**config.mk**
```make
export PLATFORM = sky130hd
export DESIGN_NAME = polyblep_waveform_oscillator
export DESIGN_NICKNAME = d
export VERILOG_FILES = /design/src/design/pbo_pkg.sv /design/src/design/polyblep_waveform_oscillator.sv /design/src/design/pbo_div.sv
export SDC_FILE = /design/constraint.sdc
export NUM_CORES = 2
export LEC_CHECK = 0
export BUFFER_PORTS_ARGS = -buffer_cell sky130_fd_sc_hd__buf_2
export CAP_MARGIN = 20
export CORE_MARGIN = 2
export CORE_UTILIZATION = 55
export CTS_CLUSTER_DIAMETER = 50
export DETAILED_ROUTE_END_ITERATION = 16
export GPL_TIMING_DRIVEN = 1
export PLACE_DENSITY = 0.82
export SYNTH_ARGS = -nofsm -noshare
export SYNTH_HDL_FRONTEND = slang
export SYNTH_SLANG_ARGS = --single-unit
```
**constraint.sdc**
```tcl
create_clock -name clk -period 10.93 [get_ports clk]
set_input_delay 1.6395 -clock clk [delete_from_list [all_inputs] [get_ports clk]]
set_output_delay 1.6395 -clock clk [all_outputs]
set_load 0.02 [all_outputs]
```
**src/design/pbo_pkg.sv**
```systemverilog
`timescale 1ns / 1ps
// ----------------------------------------------------------------------------
// pbo_pkg: shared types and constants for the PolyBLEP oscillator
// Waveform codes, register indexes, fixed-point widths and the CORDIC
// arctangent table.
// ----------------------------------------------------------------------------
package pbo_pkg;

	localparam int PHASE_W  = 32;   // phase accumulator and increment width
	localparam int SAMPLE_W = 16;   // output sample width, Q1.15
	localparam int VAL_W    = 34;   // signed Q4.30 working value with headroom
	localparam int QUOT_W   = 30;   // PolyBLEP ratio in Q30, always below one
	localparam int CORDIC_STEPS = 30;
	localparam int STEP_W   = 5;

	localparam int FRAC_SHIFT = 30 - (SAMPLE_W - 1);

	typedef enum logic [1:0] {
		WAVE_SINE     = 2'd0,
		WAVE_SAW      = 2'd1,
		WAVE_SQUARE   = 2'd2,
		WAVE_TRIANGLE = 2'd3
	} wave_t;

	typedef enum logic {
		REG_PHASE_INC = 1'b0,
		REG_WAVE_SEL  = 1'b1
	} reg_idx_t;

	// gain-compensated 1.0 in Q30
	localparam logic [VAL_W-1:0] CORDIC_X0 = VAL_W'(34'h026DD3B6A);

	// divider handshake between sequencer and divider
	typedef struct packed {
		logic                start;
		logic [PHASE_W-1:0]  num;
		logic [PHASE_W-1:0]  den;
	} div_req_t;

	// arctangent of 2^-i in units of 2^-32 turn
	function automatic logic [31:0] atan_turn(input logic [STEP_W-1:0] i);
		logic [31:0] r;
		begin
			unique case (i)
				5'd0:  r = 32'h20000000;
				5'd1:  r = 32'h12E4051E;
				5'd2:  r = 32'h09FB385B;
				5'd3:  r = 32'h051111D4;
				5'd4:  r = 32'h028B0D43;
				5'd5:  r = 32'h0145D7E1;
				5'd6:  r = 32'h00A2F61E;
				5'd7:  r = 32'h00517C55;
				5'd8:  r = 32'h0028BE53;
				5'd9:  r = 32'h00145F2F;
				5'd10: r = 32'h000A2F98;
				5'd11: r = 32'h000517CC;
				5'd12: r = 32'h00028BE6;
				5'd13: r = 32'h000145F3;
				5'd14: r = 32'h0000A2FA;
				5'd15: r = 32'h0000517D;
				5'd16: r = 32'h000028BE;
				5'd17: r = 32'h0000145F;
				5'd18: r = 32'h00000A30;
				5'd19: r = 32'h00000518;
				5'd20: r = 32'h0000028C;
				5'd21: r = 32'h00000146;
				5'd22: r = 32'h000000A3;
				5'd23: r = 32'h00000051;
				5'd24: r = 32'h00000029;
				5'd25: r = 32'h00000014;
				5'd26: r = 32'h0000000A;
				5'd27: r = 32'h00000005;
				5'd28: r = 32'h00000003;
				5'd29: r = 32'h00000001;
				default: r = 32'h00000000;
			endcase
			return r;
		end
	endfunction

endpackage

```
**src/design/polyblep_waveform_oscillator.sv**
```systemverilog
`timescale 1ns / 1ps
// ----------------------------------------------------------------------------
// polyblep_waveform_oscillator: phase-accumulator oscillator with PolyBLEP
// Sine, saw, square and triangle from a 32-bit phase, Q1.15 output.
// ----------------------------------------------------------------------------
// One beat in gives one sample out, then the phase advances by phase_increment.
// Each beat is worked by a small sequencer over shared iterative units, and
// in_ready stays low until the sample is in the output register. Triangle
// goes straight to the output stage; sine runs 30 CORDIC iterations; saw and
// square use the bit-serial divider plus a registered multiply for each
// PolyBLEP correction. The next beat may be accepted while a sample waits on
// out_ready. Write configuration only while the block is idle.
module polyblep_waveform_oscillator (
	input  logic                                   clk,
	input  logic                                   arst_n,
	input  logic                                   cfg_we,
	input  logic                                   cfg_index,
	input  logic [pbo_pkg::PHASE_W-1:0]            cfg_data,
	input  logic                                   in_valid,
	output logic                                   in_ready,
	input  logic                                   restart,
	output logic                                   out_valid,
	input  logic                                   out_ready,
	output logic signed [pbo_pkg::SAMPLE_W-1:0]    sample
);

	typedef enum logic [2:0] {
		S_IDLE, S_CORDIC, S_BSEL, S_DIV, S_MUL, S_ACC, S_FIN
	} state_t;

	localparam int VW = pbo_pkg::VAL_W;
	localparam int PW = pbo_pkg::PHASE_W;
	localparam int UW = pbo_pkg::QUOT_W + 1;
	localparam logic signed [VW-1:0] Q30_ONE = VW'(34'sh040000000);
	localparam logic [UW-1:0] U_ONE = UW'(31'h40000000);
	localparam logic [PW-1:0] HALF_TURN = 32'h80000000;

	state_t                    state_q;
	logic [PW-1:0]             phase_q;
	logic [PW-1:0]             inc_q;
	pbo_pkg::wave_t            wave_q;
	logic [PW-1:0]             t_q;
	logic                      pass_q;
	logic                      neg_q;
	logic [pbo_pkg::STEP_W-1:0] step_q;
	logic signed [VW-1:0]      acc_q;
	logic signed [VW-1:0]      x_q;
	logic signed [VW-1:0]      y_q;
	logic signed [VW-1:0]      z_q;
	logic [2*UW-1:0]           prod_q;
	logic                      out_valid_q;
	logic signed [pbo_pkg::SAMPLE_W-1:0] sample_q;

	logic [PW-1:0]             t_in;
	logic [PW-1:0]             tb;
	logic [PW:0]               tb_sum;
	logic                      near_start;
	logic                      near_end;
	logic                      sub_pass;
	pbo_pkg::div_req_t         div_req;
	logic                      div_done;
	logic [pbo_pkg::QUOT_W-1:0] div_quot;
	logic [UW-1:0]             u;
	logic signed [VW-1:0]      corr;
	logic signed [VW-1:0]      x_sh;
	logic signed [VW-1:0]      y_sh;
	logic signed [VW-1:0]      atan_v;
	logic signed [VW-1:0]      z_init;
	logic signed [VW-1:0]      tri_v;
	logic signed [VW-1:0]      rnd;
	logic signed [VW-pbo_pkg::FRAC_SHIFT-1:0] scaled;
	logic signed [pbo_pkg::SAMPLE_W-1:0]      sat;
	logic                      out_free;

	// phase seen by this beat
	assign t_in = restart ? '0 : phase_q;

	// fold into [-1/4, 1/4] turn for the CORDIC angle
	always_comb begin
		if (t_in[31] ^ t_in[30])
			z_init = VW'(34'sh080000000) - $signed({2'b00, t_in});
		else
			z_init = {{2{t_in[31]}}, t_in};
	end

	// naive triangle
	always_comb begin
		if (t_in[31] ^ t_in[30])
			tri_v = VW'(34'sh080000000) - $signed({2'b00, t_in});
		else
			tri_v = {{2{t_in[31]}}, t_in};
	end

	// PolyBLEP region test on the current pass
	assign tb         = pass_q ? (t_q + HALF_TURN) : t_q;
	assign tb_sum     = {1'b0, tb} + {1'b0, inc_q};
	assign near_start = (tb < inc_q);
	assign near_end   = tb_sum > {1'b1, {PW{1'b0}}};
	assign sub_pass   = (wave_q == pbo_pkg::WAVE_SAW) || pass_q;

	always_comb begin
		div_req.start = (state_q == S_BSEL) && (inc_q != '0) && (near_start || near_end);
		div_req.num   = near_start ? tb : (PW'(0) - tb);
		div_req.den   = inc_q;
	end

	pbo_div u_div (
		.clk    (clk),
		.arst_n (arst_n),
		.req    (div_req),
		.done   (div_done),
		.quot   (div_quot)
	);

	assign u    = U_ONE - {1'b0, div_quot};
	assign corr = neg_q ? -$signed({2'b00, prod_q[2*UW-1:30]})
	                    :  $signed({2'b00, prod_q[2*UW-1:30]});

	// CORDIC shared shift-add datapath
	assign x_sh   = x_q >>> step_q;
	assign y_sh   = y_q >>> step_q;
	assign atan_v = $signed({2'b00, pbo_pkg::atan_turn(step_q)});

	// round and saturate to Q1.15
	assign rnd    = acc_q + VW'(34'sd1 <<< (pbo_pkg::FRAC_SHIFT - 1));
	assign scaled = rnd[VW-1:pbo_pkg::FRAC_SHIFT];
	always_comb begin
		if (scaled > $signed((VW-pbo_pkg::FRAC_SHIFT)'((1 << (pbo_pkg::SAMPLE_W-1)) - 1)))
			sat = {1'b0, {(pbo_pkg::SAMPLE_W-1){1'b1}}};
		else if (scaled < -$signed((VW-pbo_pkg::FRAC_SHIFT)'(1 << (pbo_pkg::SAMPLE_W-1))))
			sat = {1'b1, {(pbo_pkg::SAMPLE_W-1){1'b0}}};
		else
			sat = scaled[pbo_pkg::SAMPLE_W-1:0];
	end

	assign out_free = !out_valid_q || out_ready;

	// configuration registers
	always_ff @(posedge clk or negedge arst_n) begin
		if (!arst_n) begin
			inc_q  <= '0;
			wave_q <= pbo_pkg::WAVE_SINE;
		end else if (cfg_we) begin
			unique case (pbo_pkg::reg_idx_t'(cfg_index))
				pbo_pkg::REG_PHASE_INC: inc_q  <= cfg_data;
				pbo_pkg::REG_WAVE_SEL:  wave_q <= pbo_pkg::wave_t'(cfg_data[1:0]);
				default: ;
			endcase
		end
	end

	// sequencer, phase and output register
	always_ff @(posedge clk or negedge arst_n) begin
		if (!arst_n) begin
			state_q     <= S_IDLE;
			phase_q     <= '0;
			pass_q      <= 1'b0;
			out_valid_q <= 1'b0;
		end else begin
			if (out_valid_q && out_ready)
				out_valid_q <= 1'b0;
			unique case (state_q)
				S_IDLE: begin
					if (in_valid) begin
						phase_q <= t_in + inc_q;
						pass_q  <= 1'b0;
						unique case (wave_q)
							pbo_pkg::WAVE_SINE:     state_q <= S_CORDIC;
							pbo_pkg::WAVE_TRIANGLE: state_q <= S_FIN;
							default:                state_q <= S_BSEL;
						endcase
					end
				end
				S_CORDIC: begin
					if (step_q == pbo_pkg::STEP_W'(pbo_pkg::CORDIC_STEPS - 1))
						state_q <= S_FIN;
				end
				S_BSEL: begin
					if (div_req.start)
						state_q <= S_DIV;
					else if (wave_q == pbo_pkg::WAVE_SQUARE && !pass_q)
						pass_q <= 1'b1;
					else
						state_q <= S_FIN;
				end
				S_DIV: begin
					if (div_done)
						state_q <= S_MUL;
				end
				S_MUL: state_q <= S_ACC;
				S_ACC: begin
					if (wave_q == pbo_pkg::WAVE_SQUARE && !pass_q) begin
						pass_q  <= 1'b1;
						state_q <= S_BSEL;
					end else begin
						state_q <= S_FIN;
					end
				end
				S_FIN: begin
					if (out_free) begin
						out_valid_q <= 1'b1;
						state_q     <= S_IDLE;
					end
				end
				default: state_q <= S_IDLE;
			endcase
		end
	end

	// datapath registers
	always_ff @(posedge clk) begin
		unique case (state_q)
			S_IDLE: begin
				t_q    <= t_in;
				step_q <= '0;
				x_q    <= pbo_pkg::CORDIC_X0;
				y_q    <= '0;
				z_q    <= z_init;
				unique case (wave_q)
					pbo_pkg::WAVE_SAW:
						acc_q <= $signed({3'b000, t_in[PW-1:1]}) - Q30_ONE;
					pbo_pkg::WAVE_SQUARE:
						acc_q <= t_in[PW-1] ? -Q30_ONE : Q30_ONE;
					pbo_pkg::WAVE_TRIANGLE:
						acc_q <= tri_v;
					default:
						acc_q <= '0;
				endcase
			end
			S_CORDIC: begin
				step_q <= step_q + 1'b1;
				if (!z_q[VW-1]) begin
					x_q <= x_q - y_sh;
					y_q <= y_q + x_sh;
					z_q <= z_q - atan_v;
				end else begin
					x_q <= x_q + y_sh;
					y_q <= y_q - x_sh;
					z_q <= z_q + atan_v;
				end
				if (step_q == pbo_pkg::STEP_W'(pbo_pkg::CORDIC_STEPS - 1))
					acc_q <= z_q[VW-1] ? (y_q - x_sh) : (y_q + x_sh);
			end
			S_BSEL: begin
				// near the start the correction is negative, but positive on a subtracting pass (saw, square's second pass)
				neg_q <= near_start ^ sub_pass;
			end
			S_MUL: prod_q <= u * u;
			S_ACC: acc_q  <= acc_q + corr;
			S_FIN: begin
				if (out_free)
					sample_q <= sat;
			end
			default: ;
		endcase
	end

	assign in_ready  = (state_q == S_IDLE);
	assign out_valid = out_valid_q;
	assign sample    = sample_q;

endmodule

```
**src/design/pbo_div.sv**
```systemverilog
`timescale 1ns / 1ps
// ----------------------------------------------------------------------------
// pbo_div: iterative restoring divider
// Computes floor(num * 2^30 / den) for num < den, one quotient bit a cycle.
// ----------------------------------------------------------------------------
module pbo_div (
	input  logic                             clk,
	input  logic                             arst_n,
	input  pbo_pkg::div_req_t                req,
	output logic                             done,
	output logic [pbo_pkg::QUOT_W-1:0]       quot
);

	logic [pbo_pkg::PHASE_W-1:0]  rem_q;
	logic [pbo_pkg::PHASE_W-1:0]  den_q;
	logic [pbo_pkg::QUOT_W-1:0]   quot_q;
	logic [pbo_pkg::STEP_W-1:0]   cnt_q;
	logic                         busy_q;
	logic                         done_q;
	logic [pbo_pkg::PHASE_W:0]    shifted;
	logic [pbo_pkg::PHASE_W:0]    diff;
	logic                         fits;

	// one trial subtract per cycle
	assign shifted = {rem_q, 1'b0};
	assign diff    = shifted - {1'b0, den_q};
	assign fits    = (shifted >= {1'b0, den_q});

	always_ff @(posedge clk or negedge arst_n) begin
		if (!arst_n) begin
			busy_q <= 1'b0;
			done_q <= 1'b0;
			cnt_q  <= '0;
		end else begin
			done_q <= 1'b0;
			if (req.start) begin
				busy_q <= 1'b1;
				cnt_q  <= '0;
			end else if (busy_q) begin
				cnt_q <= cnt_q + 1'b1;
				if (cnt_q == pbo_pkg::STEP_W'(pbo_pkg::QUOT_W - 1)) begin
					busy_q <= 1'b0;
					done_q <= 1'b1;
				end
			end
		end
	end

	// payload: remainder and quotient bits
	always_ff @(posedge clk) begin
		if (req.start) begin
			rem_q  <= req.num;
			den_q  <= req.den;
			quot_q <= '0;
		end else if (busy_q) begin
			rem_q  <= fits ? diff[pbo_pkg::PHASE_W-1:0] : shifted[pbo_pkg::PHASE_W-1:0];
			quot_q <= {quot_q[pbo_pkg::QUOT_W-2:0], fits};
		end
	end

	assign done = done_q;
	assign quot = quot_q;

endmodule

```
# Word-level counts from Yosys, hierarchy flattened
# Memories as Yosys holds them, arrays and structs flattened. A register that Yosys moved wholly into a read port is not among the register bits.
# Cells that the tools add are included.
# word_totals
register_bits	424
mem_bits_ro	960
out_inout_bits	18
n_memories	1
# memory_table
name	depth	word_bits	read_ports	rd_ports_with_merged_regs	write_ports	line_no	rtl
(name not given)	32	30	1	1	0	pbo_pkg.sv:44	unique case (i)
# op_classes
add_sub_neg	19
n_mul	1
n_lt_le_gt_ge	5
n_eq_ne	17
n_shift	2
n_mux	45
bitwise_logic	3
n_reduce_logical	23
# ops
op	n
two-way mux 34 bit	7
case mux 34 bit (2 select lines)	3
case mux 34 bit (3 select lines)	2
two-way mux 32 bit	6
adder 34 bit	3
>>> shifter 34 x 5 -> 34 bit	2
subtractor 34 bit	2
multiplier 31 x 31 -> 62 bit	1
adder 34 x 16 -> 34 bit (second input constant)	1
adder 34 x 33 -> 34 bit	1
negation 32 -> 34 bit	1
subtractor 34 x 33 -> 34 bit	1
adder 32 x 32 -> 33 bit	1
>= comparator 33 x 32 -> 1 bit	1
> comparator 33 bit (second input constant)	1
subtractor 32 x 32 -> 33 bit (first input constant)	1
adder 32 bit	1
adder 32 bit (second input constant)	1
less-than comparator 32 bit	1
nonzero test 32 bit	1
subtractor 1 x 32 -> 32 bit (first input constant)	1
subtractor 31 x 31 -> 32 bit (second input constant)	1
subtractor 32 bit	1
subtractor 31 x 30 -> 31 bit (first input constant)	1
32 further kinds	73

# Depth between registers and ports, before layout
# depth
depth_word	8
ltp_mapped	40
mapped_depth_nobuf	36

# Cells and area by module
# Synthesis repeated with hierarchy kept, for this count alone.
# hier_totals
hier_cells	7067
hier_area_um2	63569.7
# modules_own_cells
mod	instances	cells_each	area_per_inst_um2
polyblep_waveform_oscillator	1	6507	57825.5
pbo_div	1	560	5744.3

# Worst setup path after synthesis
# Ideal clock, no wire load.
# synth_path
path_type	flip-flop to flip-flop
startpoint	register u_div.quot_q (netlist bit u_div.quot[0])
endpoint	register prod_q[54], data pin
setup_time_ns	0.258
arrival_time_ns	10.090
setup_slack_ns	0.581
stages_incl_launch_ff	38
cell_sequence	dfxtp_1 -> inv_1 -> clkbuf_1 -> clkbuf_1 -> ha_1 -> nand2_1 -> or3_1 -> or3b_2 -> or4_4 -> or3_1 -> xor2_1 -> clkbuf_1 -> nand2_1 -> fa_1 -> inv_1 -> fa_1 -> fa_1 -> inv_1 -> (+2 left out) -> fa_1 -> fa_1 -> fa_1 -> inv_1 -> fa_1 -> inv_1 -> ha_1 -> nand4_1 -> nor2_1 -> and3_1 -> o21ai_0 -> a211oi_1 -> nand3b_1 -> a211oi_1 -> nor2_1 -> o31ai_1 -> a31oi_1 -> xnor2_1
# synth_via
elab_chain_cells	2
# synth_lines
element	line_no	rtl
start, declared	pbo_div.sv:16	logic [pbo_pkg::QUOT_W-1:0] quot_q;
start signal, assigned	pbo_div.sv:57	quot_q <= {quot_q[pbo_pkg::QUOT_W-2:0], fits};
subtractor 31 x 30 -> 31 bit	polyblep_waveform_oscillator.sv:115	assign u = U_ONE - {1'b0, div_quot};
multiplier 31 x 31 -> 62 bit	polyblep_waveform_oscillator.sv:248	S_MUL: prod_q <= u * u;
end signal, assigned	polyblep_waveform_oscillator.sv:248	
end, declared	polyblep_waveform_oscillator.sv:50	logic [2*UW-1:0] prod_q;
# No other way between the ends.
# A chain may end at the register's enable or synchronous reset.

# Final worst setup path
# layout_path
startpoint	register u_div.quot_q (netlist bit u_div.quot[7])
endpoint	register prod_q[61], data pin
# The elaborated chain is that of the path after synthesis.

==> flow_metrics.env <==
export IMPL_avgViaCountPerCell=6.16
export IMPL_ys_flop_type="edfxtp_1"
export IMPL_num_fill_cells=9769
export IMPL_numPortBuffers=56
export IMPL_layout_cells_non_filler=8709
export IMPL_hold_path_end="phase_q[22]"
export IMPL_relSlewSlack_pct=24.9
export IMPL_postCtsHoldBufs=0
export IMPL_clock_path_buffers=3
export IMPL_synthCells=7159
export IMPL_end_kind="flop"
export IMPL_syn_avg_cell_area_sq_um=8.93
export IMPL_synthArstFlopShare_pct=18.4
export IMPL_path_max_fanout=7
export IMPL_cts_buffers=60
export IMPL_synth_edf_count=286
export IMPL_timing_final_crit_share_pct=96.5
export IMPL_io_pins=57
export IMPL_gp_congestion=1.02
export IMPL_hp_class="reg -> reg"
export IMPL_dr_pass1_iters=10
export IMPL_std_cell_rows=125
export IMPL_r2r_end="prod_q[61]"
export IMPL_post_route_min_period_ps=10550
export IMPL_worstHoldStart="phase_q[22]"
export IMPL_area_growth_pct=6.77
export IMPL_hold_viol_final=0
export IMPL_rr_startpoint="u_div.quot[7]"
export IMPL_yosysWarnings=0
export IMPL_root_buffer="clkbuf_16"
export IMPL_arrival_ps=11020
export IMPL_path_common_cell="fa_1"
export IMPL_finalWirelength_mm=192
export IMPL_fp_dieH_microns=345
export IMPL_dp_hpwl_mm=150
export IMPL_crit_path_start="u_div.quot[7]"
export IMPL_clk_pin_slew_worst_paths_ps=70
export IMPL_slowest_stage="or4_1"
export IMPL_coreArea_sq_um=116000
export IMPL_vias=53600
export IMPL_post_cts_setup_buffers=0
export IMPL_die_w_microns=345
export IMPL_status="finished, final reports clean"
export IMPL_fin_nets=8462
export IMPL_timing_fmax_mhz=94.8
export IMPL_fin_worst_skew_ps=67.0
export IMPL_htreeDepth=2
export IMPL_ys_ff_latch=424
export IMPL_r2r_slack_ps=380
export IMPL_initial_core_util_pct=55.3
export IMPL_startpoint_type="flop"
export IMPL_overflow=0
export IMPL_drive_gt1_share_pct=6.70
export IMPL_min_path_cells=2
export IMPL_maxCapViolations=0
export IMPL_cts_tree="done"
export IMPL_synth_top_area_share_pct=23.5
export IMPL_grt_start_max_net_pins=95
export IMPL_fp_dieArea_sq_um=119000
export IMPL_critPathKind="reg -> reg"
export IMPL_r2r_cells=32
export IMPL_tightest_slew_ps=1120
export IMPL_avgRoutedWirePerCell_microns=22.0
export IMPL_antenna_found_initial=7
export IMPL_dp_cells=8593
export IMPL_setup_viol=0
export IMPL_maxSlewViolCount=0
export IMPL_ys_seq_area_share_pct=18.4
export IMPL_insertion_delay_ps=690
export IMPL_yosys_cell_types_count=93
export IMPL_track_usage_pct=31.9
export IMPL_drcViolationCount=0
export IMPL_grt_pass1_wl_mm=301
export IMPL_max_stage_delay_ps=580
export IMPL_syn_area_sq_um=64000
export IMPL_yosys_top_cells_area="fa_1 (23%), edfxtp_1 (13%), ha_1 (11%)"
export IMPL_clkSinkCount=424
export IMPL_critPathRequiredTime_ps=11410
export IMPL_drtIter0Drc=5671
export IMPL_grt_pass1_vias=53900
export IMPL_ant_nets=0
export IMPL_synth_top_area_cell="fa_1"
## synthesized netlist by cell type, types with 40 or more instances
master / n
a211oi_1: 75
a21o_1: 116
a21oi_1: 403
a31oi_1: 54
and2_1: 60
clkbuf_1: 226
dfrtp_1: 78
dfxtp_1: 60
edfxtp_1: 286
fa_1: 750
ha_1: 541
inv_1: 1131
mux2_2: 40
mux2i_1: 87
mux4_2: 84
nand2_1: 620
nand2b_1: 86
nand3_1: 81
nand4_1: 45
nor2_1: 664
nor2b_1: 80
nor3_1: 99
nor4_1: 44
o21a_1: 54
o21ai_0: 336
o21bai_1: 42
o31ai_1: 49
xnor2_1: 254
xor2_1: 180
## per-layer routing
| metal | vias up | share of wire (%) | track usage [%] |
|---|---|---|---|
| met3 | 640 | 10 | 6.59 |
| met1 | 25900 | 39 | 41.5 |
| met2 | 3036 | 45 | 51.2 |
| li1 | 24000 | - | - |
| met4 | 4 | 5.5 | 14.7 |
| met5 | - | 0.0099 | 0 |
## what timing repair did
| action | in CTS | in global routing |
|---|---|---|
| gates resized for setup | 2 | 9 |
| cloned | 0 | 0 |
| setup endpoints to repair | 7 | 13 |
| pin swaps | 0 | 2 |
## worst max-delay path by stage
| stage | end | depth (start not counted) |
|---|---|---|
| finish | prod_q[61] | 32 |
| global route | prod_q[61] | 32 |
| CTS | prod_q[54] | 32 |
| detailed placement | prod_q[54] | 32 |
| global placement | prod_q[54] | 33 |
| floorplan | prod_q[54] | 37 |
## flip-flops by register name, indices dropped and copies added (netlist names)
register	count
sample	16
phase_q	32
atan_v	30
y_q	34
inc_q	32
acc_q	34
u_div.busy_q	1
prod_q	32
neg_q	1
u_div.done	1
x_q	34
t_q	32
step_q	5
out_valid	1
z_q	34
wave_q	2
u_div.quot	30
state_q	3
pass_q	1
u_div.cnt_q	5
u_div.den_q	32
u_div.rem_q	32
## metrics by stage
step / worst slack [ps] / instance area (sq um) / hold slack (ps) / util [%] / setup TNS (ps)
final: 383 / 68300 / 503 / 59.0 / 0
after global routing: -0.558 / 68300 / 529 / 59.0 / -0.558
after CTS: 20.0 / 68200 / 501 / 58.9 / 0
after detailed placement: -213 / 66100 / 486 / 57.1 / -573
after global placement: -8.29 / 66100 / 465 / 57.1 / -8.29
after floorplan: 581 / 64000 / 450 / - / 0
## layout make-up
type | instances | area, sq um | share of cell area (%)
Multi-Input combinational cell | 5340 | 47100 | 69.0
Sequential cell | 424 | 11700 | 17.2
Inverter | 1141 | 4290 | 6.28
Tap cell | 1524 | 1910 | 2.79
Clock buffer | 65 | 1530 | 2.24
Timing Repair Buffer | 165 | 1130 | 1.66
Clock inverter | 48 | 563 | 0.824
Antenna cell | 2 | 5.00 | 0.00733
## worst max-delay path: cells and delay by family, from the launching register on
family / cells / cell delay, ps
compound gates: 6 / 1490
xor+xnor: 1 / 240
fa+ha+maj: 9 / 4200
buf+inv: 5 / 400
flops: 1 / 370
simple gates: 11 / 3610
## cell usage in the layout (no fill, tap or decap), types with 81 or more instances in the layout
cell type,n
xnor2_1,250
fa_1,750
ha_1,540
nand2_1,619
nor2_1,660
a21o_1,116
xor2_1,176
a21oi_1,402
inv_1,1130
buf_4,108
nand3_1,81
o21ai_0,335
mux2i_1,87
nor3_1,97
mux4_2,84
nand2b_1,85
edfxtp_1,286
## kinds of logic after synthesis
| family | after synthesis | share of synthesized area [%] |
|---|---|---|
| multiplexers | 211 | 5.02 |
| buffers and inverters | 1417 | 8.37 |
| adder cells (fa/ha/maj) | 1291 | 34.1 |
| AND/OR/NAND/NOR | 1961 | 14.1 |
| AO/OA/AOI/OAI | 1419 | 14.2 |
| flip-flops | 424 | 18.4 |
| XOR/XNOR | 434 | 5.94 |
| other | 2 | 0.0117 |
Power is not shown: default switching activity piles up to over one toggle a cycle in this logic, so the estimate is an artifact.
